[config.mk]
export PLATFORM = sky130hd
export DESIGN_NAME = lbbt_queue
export DESIGN_NICKNAME = d
export VERILOG_FILES = /design/src/hw/rtl/lbbt_pkg.sv /design/src/hw/rtl/lbbt_queue.sv
export SDC_FILE = /design/constraint.sdc
export NUM_CORES = 1
export LEC_CHECK = 0
export ABC_AREA = 0
export BUFFER_PORTS_ARGS = -buffer_cell sky130_fd_sc_hd__buf_2
export CAP_MARGIN = 40
export CORE_ASPECT_RATIO = 1.25
export CORE_UTILIZATION = 52
export CTS_CLUSTER_SIZE = 24
export DETAILED_ROUTE_END_ITERATION = 8
export MAX_ROUTING_LAYER = met4
export PLACE_DENSITY_LB_ADDON = 0.25
export SYNTH_ARGS = -nofsm -noshare
export SYNTH_HDL_FRONTEND = slang
export SYNTH_SLANG_ARGS = --single-unit
export TNS_END_PERCENT = 10
[constraint.sdc]
create_clock -name clk -period 3.2 [get_ports clk]
set_input_delay 0.64 -clock clk [delete_from_list [all_inputs] [get_ports clk]]
set_output_delay 0.64 -clock clk [all_outputs]
set_load 0.03 [all_outputs]
[src/hw/rtl/lbbt_pkg.sv]
package lbbt_pkg;

    localparam int unsigned CFG_W       = 11;
    localparam int unsigned OUT_COORD_W = 10;
    localparam int unsigned QUEUE_DEPTH = 2;

    typedef logic [OUT_COORD_W-1:0] coord_t;

    typedef enum logic [1:0] {
        CMD_VOXEL = 2'd0,
        CMD_READ  = 2'd1,
        CMD_START = 2'd2
    } cmd_t;

    typedef enum logic [1:0] {
        ST_OK      = 2'd0,
        ST_IGNORED = 2'd1,
        ST_DONE    = 2'd2
    } status_t;

    typedef enum logic [1:0] {
        REG_SIZE_Z    = 2'd0,
        REG_SIZE_Y    = 2'd1,
        REG_SIZE_X    = 2'd2,
        REG_MAX_LABEL = 2'd3
    } reg_idx_t;

    // work for the back part, decided at the front
    typedef enum logic [2:0] {
        OP_NONE      = 3'd0,
        OP_MARK      = 3'd1,
        OP_READ      = 3'd2,
        OP_READ_MISS = 3'd3,
        OP_START     = 3'd4
    } op_t;

    typedef struct packed {
        op_t     op;
        status_t status;
    } cls_t;

    typedef struct packed {
        logic [1:0]  command;
        logic [15:0] label;
    } req_t;

    typedef struct packed {
        logic [1:0] status;
        coord_t     z_min;
        coord_t     z_max;
        coord_t     y_min;
        coord_t     y_max;
        coord_t     x_min;
        coord_t     x_max;
    } rsp_t;

    typedef struct packed {
        logic [CFG_W-1:0] size_z;
        logic [CFG_W-1:0] size_y;
        logic [CFG_W-1:0] size_x;
        logic [CFG_W-1:0] max_label;
    } cfg_t;

    typedef struct packed {
        logic idle;
        logic busy;
        logic clearing;
    } bk_sts_t;

    // size register of zero or beyond the coordinate range acts as 2^cb
    function automatic logic [16:0] eff_size(input logic [CFG_W-1:0] v, input int unsigned cb);
        logic [16:0] lim;
        lim = 17'(1) << cb;
        if (v == '0 || 17'(v) > lim)
            eff_size = lim;
        else
            eff_size = 17'(v);
    endfunction

endpackage

[src/hw/rtl/lbbt_queue.sv]
module lbbt_queue #(
    parameter int unsigned WIDTH = 40
) (
    input  logic             clk,
    input  logic             rst_n,
    input  logic             push,
    input  logic [WIDTH-1:0] wdata,
    input  logic             pop,
    output logic [WIDTH-1:0] rdata,
    output logic             full,
    output logic             empty
);

    localparam int unsigned DEPTH = lbbt_pkg::QUEUE_DEPTH;
    localparam int unsigned PTR_W = $clog2(DEPTH);

    logic [WIDTH-1:0] slot_reg [DEPTH];
    logic [PTR_W-1:0] wr_ptr_reg, wr_ptr_next;
    logic [PTR_W-1:0] rd_ptr_reg, rd_ptr_next;
    logic [PTR_W:0]   count_reg, count_next;

    assign full  = (count_reg == (PTR_W+1)'(DEPTH));
    assign empty = (count_reg == '0);
    assign rdata = slot_reg[rd_ptr_reg];

    always_comb
    begin
        wr_ptr_next = push ? wr_ptr_reg + 1'b1 : wr_ptr_reg;
        rd_ptr_next = pop ? rd_ptr_reg + 1'b1 : rd_ptr_reg;
        count_next  = count_reg + (PTR_W+1)'(push) - (PTR_W+1)'(pop);
    end

    always_ff @(posedge clk or negedge rst_n)
    begin
        if (!rst_n)
        begin
            wr_ptr_reg <= '0;
            rd_ptr_reg <= '0;
            count_reg  <= '0;
        end
        else
        begin
            wr_ptr_reg <= wr_ptr_next;
            rd_ptr_reg <= rd_ptr_next;
            count_reg  <= count_next;
        end
    end

    always_ff @(posedge clk)
    begin
        if (push)
        begin
            slot_reg[wr_ptr_reg] <= wdata;
        end
    end

endmodule

# Word-level counts from Yosys, hierarchy flattened
# Memories as Yosys holds them, arrays and structs flattened.
# Index checks and enable logic that the tools add are counted.
[word_totals]
ff_bits = 4
ram_bits = 80
in_bits = 44
out_inout_bits = 42
wordCells = 12
n_memories = 1
[memory_table]
columns = ["name", "depth", "word_bits", "read_ports", "rd_ports_with_merged_regs", "write_ports", "line_no", "text"]
rows = [
  ["slot_reg", 2, 40, 1, 0, 1, "lbbt_queue.sv:17", "logic [WIDTH-1:0] slot_reg [DEPTH];"],
]
[classes]
n_addsub = 4
n_eq_ne = 1
n_mux = 2
n_reduce_logical = 1
[ops]
columns = ["op", "n"]
rows = [
  ["adder 1 bit, second input constant", 2],
  ["adder 2 x 1 -> 2 bit", 1],
  ["== test 2 bit, second input constant", 1],
  ["logical NOT 2 bit", 1],
  ["2-to-1 mux 1 bit", 2],
  ["subtractor 2 x 1 -> 2 bit", 1],
]

# Depth between registers and ports, before layout
[depth]
word_depth = 2
mapped_depth = 5
depth_no_buf = 5

# Worst setup path before layout
# No wires, ideal clock.
[synth_path]
kind = "input-to-reg"
from = "in push"
to = "mem slot_reg[0][0] (enable)"
setup_time_ns = 0.442
arrival_time_ns = 2.429
t_required_ns = 2.758
setup_slack_ns = 0.329
cell_stages = 1
path_buffers = 0
cell_sequence = "nor2b_1"
[synth_between]
elab_chain_len = 2
[synth_rtl]
columns = ["item", "line_no", "text"]
rows = [
  ["from (decl)", "lbbt_queue.sv:6", "input logic push,"],
  ["2-to-1 mux 1 bit", "lbbt_queue.sv:51", "if (push)"],
  ["2-to-1 mux 1 bit (implied by the code)", "lbbt_queue.sv:53", "slot_reg[wr_ptr_reg] <= wdata;"],
  ["to (decl)", "lbbt_queue.sv:17", ""],
]
# Every way passes these cells.

# Worst setup path in the final report
[layout_path]
from = "reg rd_ptr_reg"
to = "out rdata[34]"
[layout_between]
elab_chain_len = 1
[layout_rtl]
columns = ["item", "line_no", "text"]
rows = [
  ["from (decl)", "lbbt_queue.sv:19", "logic [PTR_W-1:0] rd_ptr_reg, rd_ptr_next;"],
  ["from (signal assigned)", "lbbt_queue.sv:44", "rd_ptr_reg <= rd_ptr_next;"],
  ["memory read (2 x 40 bit)", "-", ""],
  ["to (decl)", "lbbt_queue.sv:9", "output logic [WIDTH-1:0] rdata,"],
]
# Every way passes these cells.

==> qor.txt <==
run status: complete, no violations
Worst EP required: 2.56 ns
CP max stage delay: 0.71 ns
most frequent cell after synthesis: edfxtp_1
Synth Register Bits: 84
Crit-path slowest cell: dfrtp_2
Starting Density: 53.7%
Worst setup EP type: output port
Worst Setup Start Kind: register
Yosys warning count: 0
Core Box Area: 6130 um2
CTS tree: yes
Cell variety after synth: 13
worst path cell trace: buf_4, mux2_4, buf_2
detailed-route DRC error count: 0
RSZ-0062 raised after global routing: false
DR pass1 iterations: 4
Mapped Cells: 140
die footprint: 6640 um2
Filler Cell Count: 432
initial antenna violation count: 0
number of I/O pins: 86
final setup fails: 0
top cells by area, synth: edfxtp_1 (73%), mux2_4 (18%), dfrtp_1 (3.0%), buf_12 (2.4%), ha_1 (0.76%)
maximum vdd ir drop: 496 uV
final hold vios: 0
Via Count: 1531
ANT nets after route: 0
H-tree depth: 3
total power: 3.72 mW
Post-synth ARST share: 4.76%
nets@finish: 281
MaxCap Viol Count: 0
sequential area share after synthesis: 76.1%
post-cts repair resize count: 0
CTS buffer count: 9
Die Y: 90.9 um
ratio of cells with drive above 1 in the final layout: 60.4%
wire length per cell: 14.4 um
TNS Setup: 0 ns
GRT Residual Overflow: 0
max_slew headroom: 64.6%
most used flip-flop cell after synthesis: edfxtp_1
Synth top area share: 73.1%
hold buffer count at cts: 0
Clk Latency, worst-skew pair: 0.34 ns
DP Wirelength: 3150 um
Final Wtd Congestion: 0.730
first-pass GRT wire length: 7530 um
n_diodes: 0
clk sinks: 84
CP Max Fanout: 17
largest net degree at the start of global routing: 41
Syn Nets: 186
clock slew at reported path FFs: 0.07 ns
Area growth syn-to-layout: 21.1%
mapped cell area: 3290 um2
number of flip-flops in the largest register: 80
Post-Syn Area per Cell: 23.5 um2
Fmax: 401 MHz
Rows: 32
vias per cell: 4.71
Power Density: 935 nW/um2
leak pwr: 1.65 nW
critical path class: register to output port
crit path DAT: 1.85 ns
drt total wl: 4690 um
Port Buffers: 85
top cell type by total area after synthesis: edfxtp_1
number of global-route vias before repair: 1660
die width: 73.1 um
CTS max path bufs: 2
max-slew violation count: 0
DR iter-0 viols: 65
gr usage total: 16.4%
Clock Skew: 0.00792 ns
Final Cycle Share: 77.9%
Post-CTS Setup Bufs: 0
Commonest cells post-synth: edfxtp_1 (80), mux2_4 (39), buf_12 (4), dfrtp_1 (4)
number of flops mapped to enable cells by yosys: 80
Hold/Removal Path Class: primary input to async pin
crit path time final: 2.49 ns
clk root buf: clkbuf_8
actual transition at the worst max-transition pin: 0.531 ns
## power breakdown
group / internal, mW / switching, mW / leakage (nW)
logic: 0.617 / 0.814 / 0.753
clock network: 0.381 / 0.327 / 0.0974
registers: 1.46 / 0.122 / 0.796
## final timing paths
path	start	end	slack (ns)	cells past startpoint
worst max-delay path	rd_ptr_reg	rdata[34]	0.71	3
max in group asynchronous	rst_n	rd_ptr_reg	2.98	1
worst max register to register	wr_ptr_reg	slot_reg[1][2]	1.78	2
worst min-delay path	rst_n	count_reg[1]	0.09	1
min in group clk	wdata[3]	slot_reg[0][3]	0.49	1
worst min register to register	wr_ptr_reg	wr_ptr_reg	0.54	1
## final cells by class
cell class              count  area [um2]  area share (%)
flip-flops and latches     84        2500            62.9
multi-input cells          49         694            17.4
repair buffers             89         480            12.1
clock buffers              13         149            3.74
well taps                  85         106            2.67
clock inverters             3        40.0            1.01
inverters                   2        7.51           0.189
## logic make-up after synthesis
logic type | count (synthesis) | synth area share (%)
DFF | 84 | 76.1
and+or+nand+nor | 4 | 0.685
muxes | 40 | 18.2
xor gates and xnor gates | 3 | 1.26
adders and majority gates | 2 | 0.761
buffers and inverters | 7 | 3.01
## layout by cell type, fill, tap and decap left out
cell type,count
nor2b_4,1
buf_4,2
inv_1,2
xor2_1,2
clkbuf_8,10
edfxtp_1,80
dfrtp_2,1
buf_2,85
and2_2,1
nor2b_1,1
ha_1,2
xor3_1,1
mux2_2,1
bufinv_16,1
mux2_4,39
clkbuf_1,3
dfrtp_1,3
clkinv_2,2
nor2_1,1
buf_12,2
## critical path: cells and delay by family, from the launching register on
family / cells / cell delay [ns]
buffers and inverters: 2 / 0.48
muxes: 1 / 0.32
DFF: 1 / 0.71
## through the flow
stage / cells / utilization, % / worst slack [ns] / cell area [um2] / hold slack, ns
3_3_place_gp: 308 / 61.6 / 1.06 / 3770 / 0.452
5_1_grt: 325 / 65.0 / 0.621 / 3980 / 0.0879
6_report: 325 / 65.0 / 0.709 / 3980 / 0.0938
3_5_place_dp: 309 / 61.9 / 1.06 / 3790 / 0.452
4_1_cts: 325 / 65.0 / 0.664 / 3980 / 0.0770
2_1_floorplan: 140 / - / 0.329 / 3290 / 0.344
## metal layers
layer	wire length [um]	part of all wire (%)	GRT usage [%]	up-vias
met3	166	3.5	3.01	12
met4	129	2.7	9.31	0
met5	0	0	-	-
met2	2620	56	27.9	50
met1	1780	38	17.5	736
li1	-	-	-	733
Power figures use the tool's default switching activity.
