`src/hw/rtl/lbbt_pkg.sv`:
```
package lbbt_pkg;

    localparam int unsigned CFG_W       = 11;
    localparam int unsigned OUT_COORD_W = 10;
    localparam int unsigned QUEUE_DEPTH = 2;

    typedef logic [OUT_COORD_W-1:0] coord_t;

    typedef enum logic [1:0] {
        CMD_VOXEL = 2'd0,
        CMD_READ  = 2'd1,
        CMD_START = 2'd2
    } cmd_t;

    typedef enum logic [1:0] {
        ST_OK      = 2'd0,
        ST_IGNORED = 2'd1,
        ST_DONE    = 2'd2
    } status_t;

    typedef enum logic [1:0] {
        REG_SIZE_Z    = 2'd0,
        REG_SIZE_Y    = 2'd1,
        REG_SIZE_X    = 2'd2,
        REG_MAX_LABEL = 2'd3
    } reg_idx_t;

    // work for the back part, decided at the front
    typedef enum logic [2:0] {
        OP_NONE      = 3'd0,
        OP_MARK      = 3'd1,
        OP_READ      = 3'd2,
        OP_READ_MISS = 3'd3,
        OP_START     = 3'd4
    } op_t;

    typedef struct packed {
        op_t     op;
        status_t status;
    } cls_t;

    typedef struct packed {
        logic [1:0]  command;
        logic [15:0] label;
    } req_t;

    typedef struct packed {
        logic [1:0] status;
        coord_t     z_min;
        coord_t     z_max;
        coord_t     y_min;
        coord_t     y_max;
        coord_t     x_min;
        coord_t     x_max;
    } rsp_t;

    typedef struct packed {
        logic [CFG_W-1:0] size_z;
        logic [CFG_W-1:0] size_y;
        logic [CFG_W-1:0] size_x;
        logic [CFG_W-1:0] max_label;
    } cfg_t;

    typedef struct packed {
        logic idle;
        logic busy;
        logic clearing;
    } bk_sts_t;

    // size register of zero or beyond the coordinate range acts as 2^cb
    function automatic logic [16:0] eff_size(input logic [CFG_W-1:0] v, input int unsigned cb);
        logic [16:0] lim;
        lim = 17'(1) << cb;
        if (v == '0 || 17'(v) > lim)
            eff_size = lim;
        else
            eff_size = 17'(v);
    endfunction

endpackage

```
`src/hw/rtl/lbbt_front.sv`:
```
module lbbt_front #(
    parameter int unsigned MAX_LABELS  = 1024,
    parameter int unsigned COORD_BITS  = 10,
    parameter int unsigned LBL_W       = 10
) (
    input  logic                  clk,
    input  logic                  rst_n,
    input  lbbt_pkg::cfg_t        cfg,
    input  logic                  valid,
    input  logic                  stall,
    input  lbbt_pkg::req_t        item,
    output logic                  push,
    output lbbt_pkg::cls_t        cls,
    output logic [LBL_W-1:0]      idx,
    output logic [COORD_BITS-1:0] pos_z,
    output logic [COORD_BITS-1:0] pos_y,
    output logic [COORD_BITS-1:0] pos_x
);

    localparam int unsigned SW = COORD_BITS + 1;

    logic [COORD_BITS-1:0] pos_z_reg, pos_z_next;
    logic [COORD_BITS-1:0] pos_y_reg, pos_y_next;
    logic [COORD_BITS-1:0] pos_x_reg, pos_x_next;
    logic [SW-1:0] ez, ey, ex;
    logic [SW-1:0] pz1, py1, px1;
    logic          wrap_z, wrap_y, wrap_x, done;
    logic          tracked;

    assign push  = valid && !stall;
    assign idx   = item.label[LBL_W-1:0];
    assign pos_z = pos_z_reg;
    assign pos_y = pos_y_reg;
    assign pos_x = pos_x_reg;

    always_comb
    begin
        ez = SW'(lbbt_pkg::eff_size(cfg.size_z, COORD_BITS));
        ey = SW'(lbbt_pkg::eff_size(cfg.size_y, COORD_BITS));
        ex = SW'(lbbt_pkg::eff_size(cfg.size_x, COORD_BITS));
        pz1 = {1'b0, pos_z_reg} + 1'b1;
        py1 = {1'b0, pos_y_reg} + 1'b1;
        px1 = {1'b0, pos_x_reg} + 1'b1;
        wrap_z = (pz1 >= ez);
        wrap_y = (py1 >= ey);
        wrap_x = (px1 >= ex);
        done   = wrap_x && wrap_y && wrap_z;
        tracked = (item.label != '0) && (item.label < 16'(cfg.max_label))
               && (17'(item.label) < 17'(MAX_LABELS));

        pos_z_next = pos_z_reg;
        pos_y_next = pos_y_reg;
        pos_x_next = pos_x_reg;
        cls.op     = lbbt_pkg::OP_NONE;
        cls.status = lbbt_pkg::ST_OK;

        unique case (item.command)
            lbbt_pkg::CMD_VOXEL:
            begin
                // ignored label wins over end of volume
                if (item.label == '0)
                begin
                    cls.status = done ? lbbt_pkg::ST_DONE : lbbt_pkg::ST_OK;
                end
                else if (tracked)
                begin
                    cls.op     = lbbt_pkg::OP_MARK;
                    cls.status = done ? lbbt_pkg::ST_DONE : lbbt_pkg::ST_OK;
                end
                else
                begin
                    cls.status = lbbt_pkg::ST_IGNORED;
                end
                pos_x_next = wrap_x ? '0 : px1[COORD_BITS-1:0];
                if (wrap_x)
                begin
                    pos_y_next = wrap_y ? '0 : py1[COORD_BITS-1:0];
                end
                if (wrap_x && wrap_y)
                begin
                    pos_z_next = wrap_z ? '0 : pz1[COORD_BITS-1:0];
                end
            end
            lbbt_pkg::CMD_READ:
            begin
                if (tracked)
                begin
                    cls.op = lbbt_pkg::OP_READ;
                end
                else
                begin
                    cls.op     = lbbt_pkg::OP_READ_MISS;
                    cls.status = lbbt_pkg::ST_IGNORED;
                end
            end
            lbbt_pkg::CMD_START:
            begin
                cls.op     = lbbt_pkg::OP_START;
                pos_z_next = '0;
                pos_y_next = '0;
                pos_x_next = '0;
            end
            default:
            begin
                cls.op = lbbt_pkg::OP_NONE;
            end
        endcase
    end

    always_ff @(posedge clk or negedge rst_n)
    begin
        if (!rst_n)
        begin
            pos_z_reg <= '0;
            pos_y_reg <= '0;
            pos_x_reg <= '0;
        end
        else if (push)
        begin
            pos_z_reg <= pos_z_next;
            pos_y_reg <= pos_y_next;
            pos_x_reg <= pos_x_next;
        end
    end

endmodule

```
`config.mk`:
```
export PLATFORM = sky130hd
export DESIGN_NAME = lbbt_front
export DESIGN_NICKNAME = d
export VERILOG_FILES = /design/src/hw/rtl/lbbt_pkg.sv /design/src/hw/rtl/lbbt_front.sv
export SDC_FILE = /design/constraint.sdc
export NUM_CORES = 1
export LEC_CHECK = 0
export ABC_AREA = 1
export BUFFER_PORTS_ARGS = -buffer_cell sky130_fd_sc_hd__buf_2
export CAP_MARGIN = 40
export CELL_PAD_IN_SITES_DETAIL_PLACEMENT = 1
export CELL_PAD_IN_SITES_GLOBAL_PLACEMENT = 1
export CORE_MARGIN = 5
export CORE_UTILIZATION = 35
export CTS_CLUSTER_DIAMETER = 30
export DETAILED_ROUTE_END_ITERATION = 10
export PLACE_DENSITY_LB_ADDON = 0.15
export REMOVE_ABC_BUFFERS = 1
export SYNTH_ARGS = -nofsm -noshare
export SYNTH_HDL_FRONTEND = slang
export SYNTH_SLANG_ARGS = --single-unit
```
`constraint.sdc`:
```
create_clock -name clk -period 4.5 [get_ports clk]
set_clock_uncertainty 0.1 [all_clocks]
set_input_delay 0.225 -clock clk [delete_from_list [all_inputs] [get_ports clk]]
set_output_delay 0.225 -clock clk [all_outputs]
set_load 0.05 [all_outputs]
```
Word-level counts from Yosys, hierarchy flattened
Cells that the tools add are included.
- output and inout port bits: 46
- flip-flop bits (word level): 30
- bits of input ports: 66
- logic and storage cells: 57
- multiplexer cells: 20
- add/sub/neg operators: 3
- equal/unequal tests: 4
- magnitude comparators: 8
- reduce and logical (&&, ||, !) cells: 19
- operator list (kind ; count):
    case mux 10 bit (2 select lines) ; 3
    two-way mux 10 bit ; 5
    adder 10 x 1 -> 11 bit, second input constant ; 3
    >= comparator 11 bit ; 3
    greater-than comparator 11 bit, second input constant ; 3
    logical NOT 11 bit ; 3
    two-way mux 11 bit ; 3
    logical NOT 16 bit ; 1
    < comparator 16 x 11 -> 1 bit ; 1
    < comparator 16 x 11 -> 1 bit, second input constant ; 1
    nonzero test 16 bit ; 1
    case mux 3 bit (3 select lines) ; 1
    two-way mux 2 bit ; 3
    AND reduction 3 bit ; 2
    logical AND 1 bit ; 5
    inequality test 2 bit, second input constant ; 2
    case mux 2 bit (2 select lines) ; 1
    logical OR 1 bit ; 3
    two-way mux 1 bit ; 3
    two-way mux 3 bit ; 1
    equality test 2 x 1 -> 1 bit, second input constant ; 1
    equality test 2 bit, second input constant ; 1
    logical NOT 2 bit ; 1
    AND reduction 2 bit ; 1
    2 further kinds ; 2

Depth between registers and ports, before layout
- word-level depth: 10
- depth in mapped cells: 19
- gate-level depth less buffers: 19

Worst setup path before layout
No wires, ideal clock.
- kind: register -> output
- start point: reg pos_y_reg[1], in the netlist pos_y[1]
- end point: out cls[1] (netlist name)
- cell stages (with the launch flop): 18
- path buffers: 0
- arrival time: 2.700 ns
- path slack: 1.475 ns
- cells stage by stage: dfrtp_1 -> ha_1 -> nand2_1 -> nor2_2 -> nand4_1 -> o21ai_1 -> inv_1 -> ha_1 -> nand2_1 -> nor2_2 -> inv_1 -> a21oi_1 -> nor2_1 -> nand2_2 -> nand2_2 -> nor2_1 -> nand2_1 -> inv_1
- RTL lines (element ; line ; text):
    from (decl) ; lbbt_front.sv:23 ; logic [COORD_BITS-1:0] pos_y_reg, pos_y_next;
    from (signal assigned) ; lbbt_front.sv:121 ; pos_y_reg <= pos_y_next;
    to (decl) ; lbbt_front.sv:13 ; output lbbt_pkg::cls_t cls,

==> impl_metrics.csv <==
group,metric,value,unit
finish,diodes,0,
sta,hold_viol,0,
pwr,pwr-share-clk,20.3,%
placement,gp_congestion,0.829,
synthesis,synth_edf_count,0,
global_route,grt_usage,17.4,%
finish,num-nets-final,776,
sta,worst_hold_slack,0.167,ns
setup_path,crit_path_start_kind,"register",
clock_network,postCtsSetupBuffers,0,
global_route,use_met1,22.7,%
min_path,hold_class,"in2reg",
sta,setup-tns-final,0,ns
drt,drt-wirelength-per-cell,13.3,um
clock_network,clk_latency,0.29,ns
finish,syn_to_final_growth,20.0,%
floorplan,die_area,12400,um2
synthesis,ys_ff_latch,30,
synthesis,synth_area_per_cell,6.39,um2
global_route,grt-busiest-layer,"met2",
clock_network,numCtsBuffers,5,
clock_network,root_buffer,"clkbuf_8",
finish,finalNonFillerCells,801,
placement,place_inst,792,
sta,rsz0062_at_grt,"no",
placement,dp_hpwl,9060,um
pwr,power,1.18,mW
synthesis,synth.area.top_cells,"dfrtp_1 (21%), nand2_1 (19%), ha_1 (16%)",
synthesis,yosys.area.top_type_share,21.0,%
drt,dr.first_iter.drc_count,95,
clock_network,cts-resized-gates,0,
sta,min_period,3.34,ns
placement,io_buffers,111,
pwr,switching_share,48.4,%
status,status,"completed",
clock_network,clk_pin_slew,0.08,ns
setup_path,endpoint_kind,"output pin",
finish,final_cell_area,4300,um2
drt,vias,3805,
sta,slew_violations,0,
floorplan,num_io_pins,112,
sta,post-route-period-util,74.2,%
drt,drcViolationCount,0,
global_route,grtUsageMet3,3.17,%
clock_network,cts_tree,"built",
sta,clock.fmax,299,MHz
floorplan,rows,37,
setup_path,critPathMaxFanout,5,
placement,post_dp_cell_area,4190,um2
pwr,total_leakage_power,2.58,nW
synthesis,yosysTopAreaCell,"dfrtp_1",
setup_path,critPathKind,"reg2out",
clock_network,holdBufCountCts,1,
synthesis,synthFlopType,"dfrtp_1",
synthesis,synth_top_cells_by_count,"nand2_1 (178), inv_1 (81), nor2_1 (70)",
global_route,grt_pass1_vias,3985,
clock_network,cts_buffer_depth,2,
global_route,grt_max_degree,31,
synthesis,yosys_warnings,0,
synthesis,seq_area_frac_synth,21.0,%
clock_network,cts.sinks,30,
pwr,sequentialPowerShare,30.1,%
global_route,use_met2,30.2,%
drt,ant_nets,0,
pwr,p_switching,571,uW
setup_path,cp.required,4.18,ns
clock_network,htree_num_levels,2,
global_route,grt_pass1_wl,18300,um
floorplan,die_w,111,um
floorplan,initial_core_util,35.3,%
run,max_cap_viol_count,0,
drt,viasPerCell,4.75,
synthesis,syn_area,3580,um2
synthesis,synth_cell_types,33,
sta,slew_headroom,50.5,%
pwr,p_per_area,274,nW/um2
synthesis,netlist_instances,561,
finish,multi_input_area,2380,um2
synthesis,yosysMostFrequentCell,"nand2_1",
pwr,p_int,608,uW
drt,wl,10600,um
finish,ff_latch_area,751,um2
floorplan,die_h,111,um
setup_path,arrival,3.02,ns
global_route,antenna_found_initial,0,
synthesis,synth-async-reset-ratio,100,%
pwr,peakVddDrop,172,uV
global_route,grt-ovfl-total,0,
finish,drive_above_1_share,24.1,%
pwr,p_comb_share,49.6,%
floorplan,core,10100,um2
finish,n_fill_cell,1403,
sta,setup_viol,0,
sta,worst_slew_pin_slew,0.743,ns
drt,dr.pass1.iters,4,
==> layer usage <==
metal / vias up / share of wire, %
li1: 1959 / -
met1: 1753 / 46
met2: 80 / 49
met3: 13 / 4.6
met4: 0 / 0.99
met5: - / 0
==> path summary, 6_finish.rpt <==
kind	from	end	slack, ns	cells after the start
max	pos_y[0]	cls[1]	1.16	18
min reg2reg	pos_z[8]	pos_z[8]	0.46	2
max in group asynchronous	rst_n	pos_z[4]	3.38	2
min	stall	pos_x[0]	0.17	4
min in group asynchronous	rst_n	pos_x[7]	0.44	2
max reg2reg	pos_y[0]	pos_z[5]	1.40	18
==> placed cells by master, fill, tap and decap left out <==
master / n
clkinv_2: 1
nor2_2: 9
dlygate4sd3_1: 1
xor2_1: 15
o21ai_0: 9
xor2_2: 1
o31ai_1: 1
a31o_2: 1
buf_8: 1
nand2_1: 178
inv_2: 4
xnor2_1: 1
nand3_1: 32
nand2_2: 8
nand3b_1: 2
or2_2: 2
nor2_4: 1
buf_2: 111
clkinvlp_4: 1
inv_1: 81
nand4_1: 8
nor3_4: 1
ha_1: 46
nor4_1: 3
or2_0: 1
a21oi_1: 14
nor3_1: 8
a21o_1: 3
clkbuf_8: 6
dfrtp_1: 30
nand3_2: 2
nor3b_1: 1
o21ai_2: 11
nor2_1: 70
o21ai_1: 1
==> logic make-up after synthesis <==
family / share of synthesized area, %
XOR/XNOR: 4.37
AND/OR/NAND/NOR: 38.9
AO/OA/AOI/OAI: 7.13
buffers and inverters: 12.5
flip-flops: 21.0
adder cells (fa/ha/maj): 16.1
==> worst max-delay path, stage by stage (launching register included) <==
cell     delay (ns)
dfrtp_1        0.44
ha_1           0.22
nand2_1        0.08
nor2_2         0.21
nand4_1        0.18
o21ai_1        0.16
inv_1          0.09
ha_1           0.29
nand2_1        0.06
nor2_2         0.13
inv_1          0.06
a21oi_1        0.12
nor2_1         0.06
nand2_2        0.09
nand2_2        0.09
nor2_1         0.10
nand2_1        0.06
inv_1          0.05
buf_2          0.25
==> cell type report <==
cell class	instances	area share, %
clock buffers	6	1.92
multi-input cells	429	55.4
clock inverters	2	0.291
flip-flops and latches	30	17.5
repair buffers	113	13.5
well taps	136	3.96
inverters	85	7.42
==> through the flow <==
| stage | setup WS (ns) | utilization (%) |
|---|---|---|
| CTS | 1.11 | 42.4 |
| global route | 0.848 | 42.4 |
| detailed placement | 1.38 | 41.4 |
| global placement | 1.28 | 41.2 |
| floorplan | 1.38 | - |
| finish | 1.16 | 42.4 |
==> power groups by stage <==
| stage | sequential (mW) | clock, mW | combinational [mW] |
|---|---|---|---|
| floorplan | 0.462 | 0 | 0.288 |
| global route | 0.362 | 0.258 | 0.660 |
| CTS | 0.355 | 0.247 | 0.596 |
| finish | 0.354 | 0.239 | 0.585 |
| global placement | 0.358 | 0 | 0.568 |
| detailed placement | 0.360 | 0 | 0.591 |
Note: power is estimated with default switching activity, not from simulation.
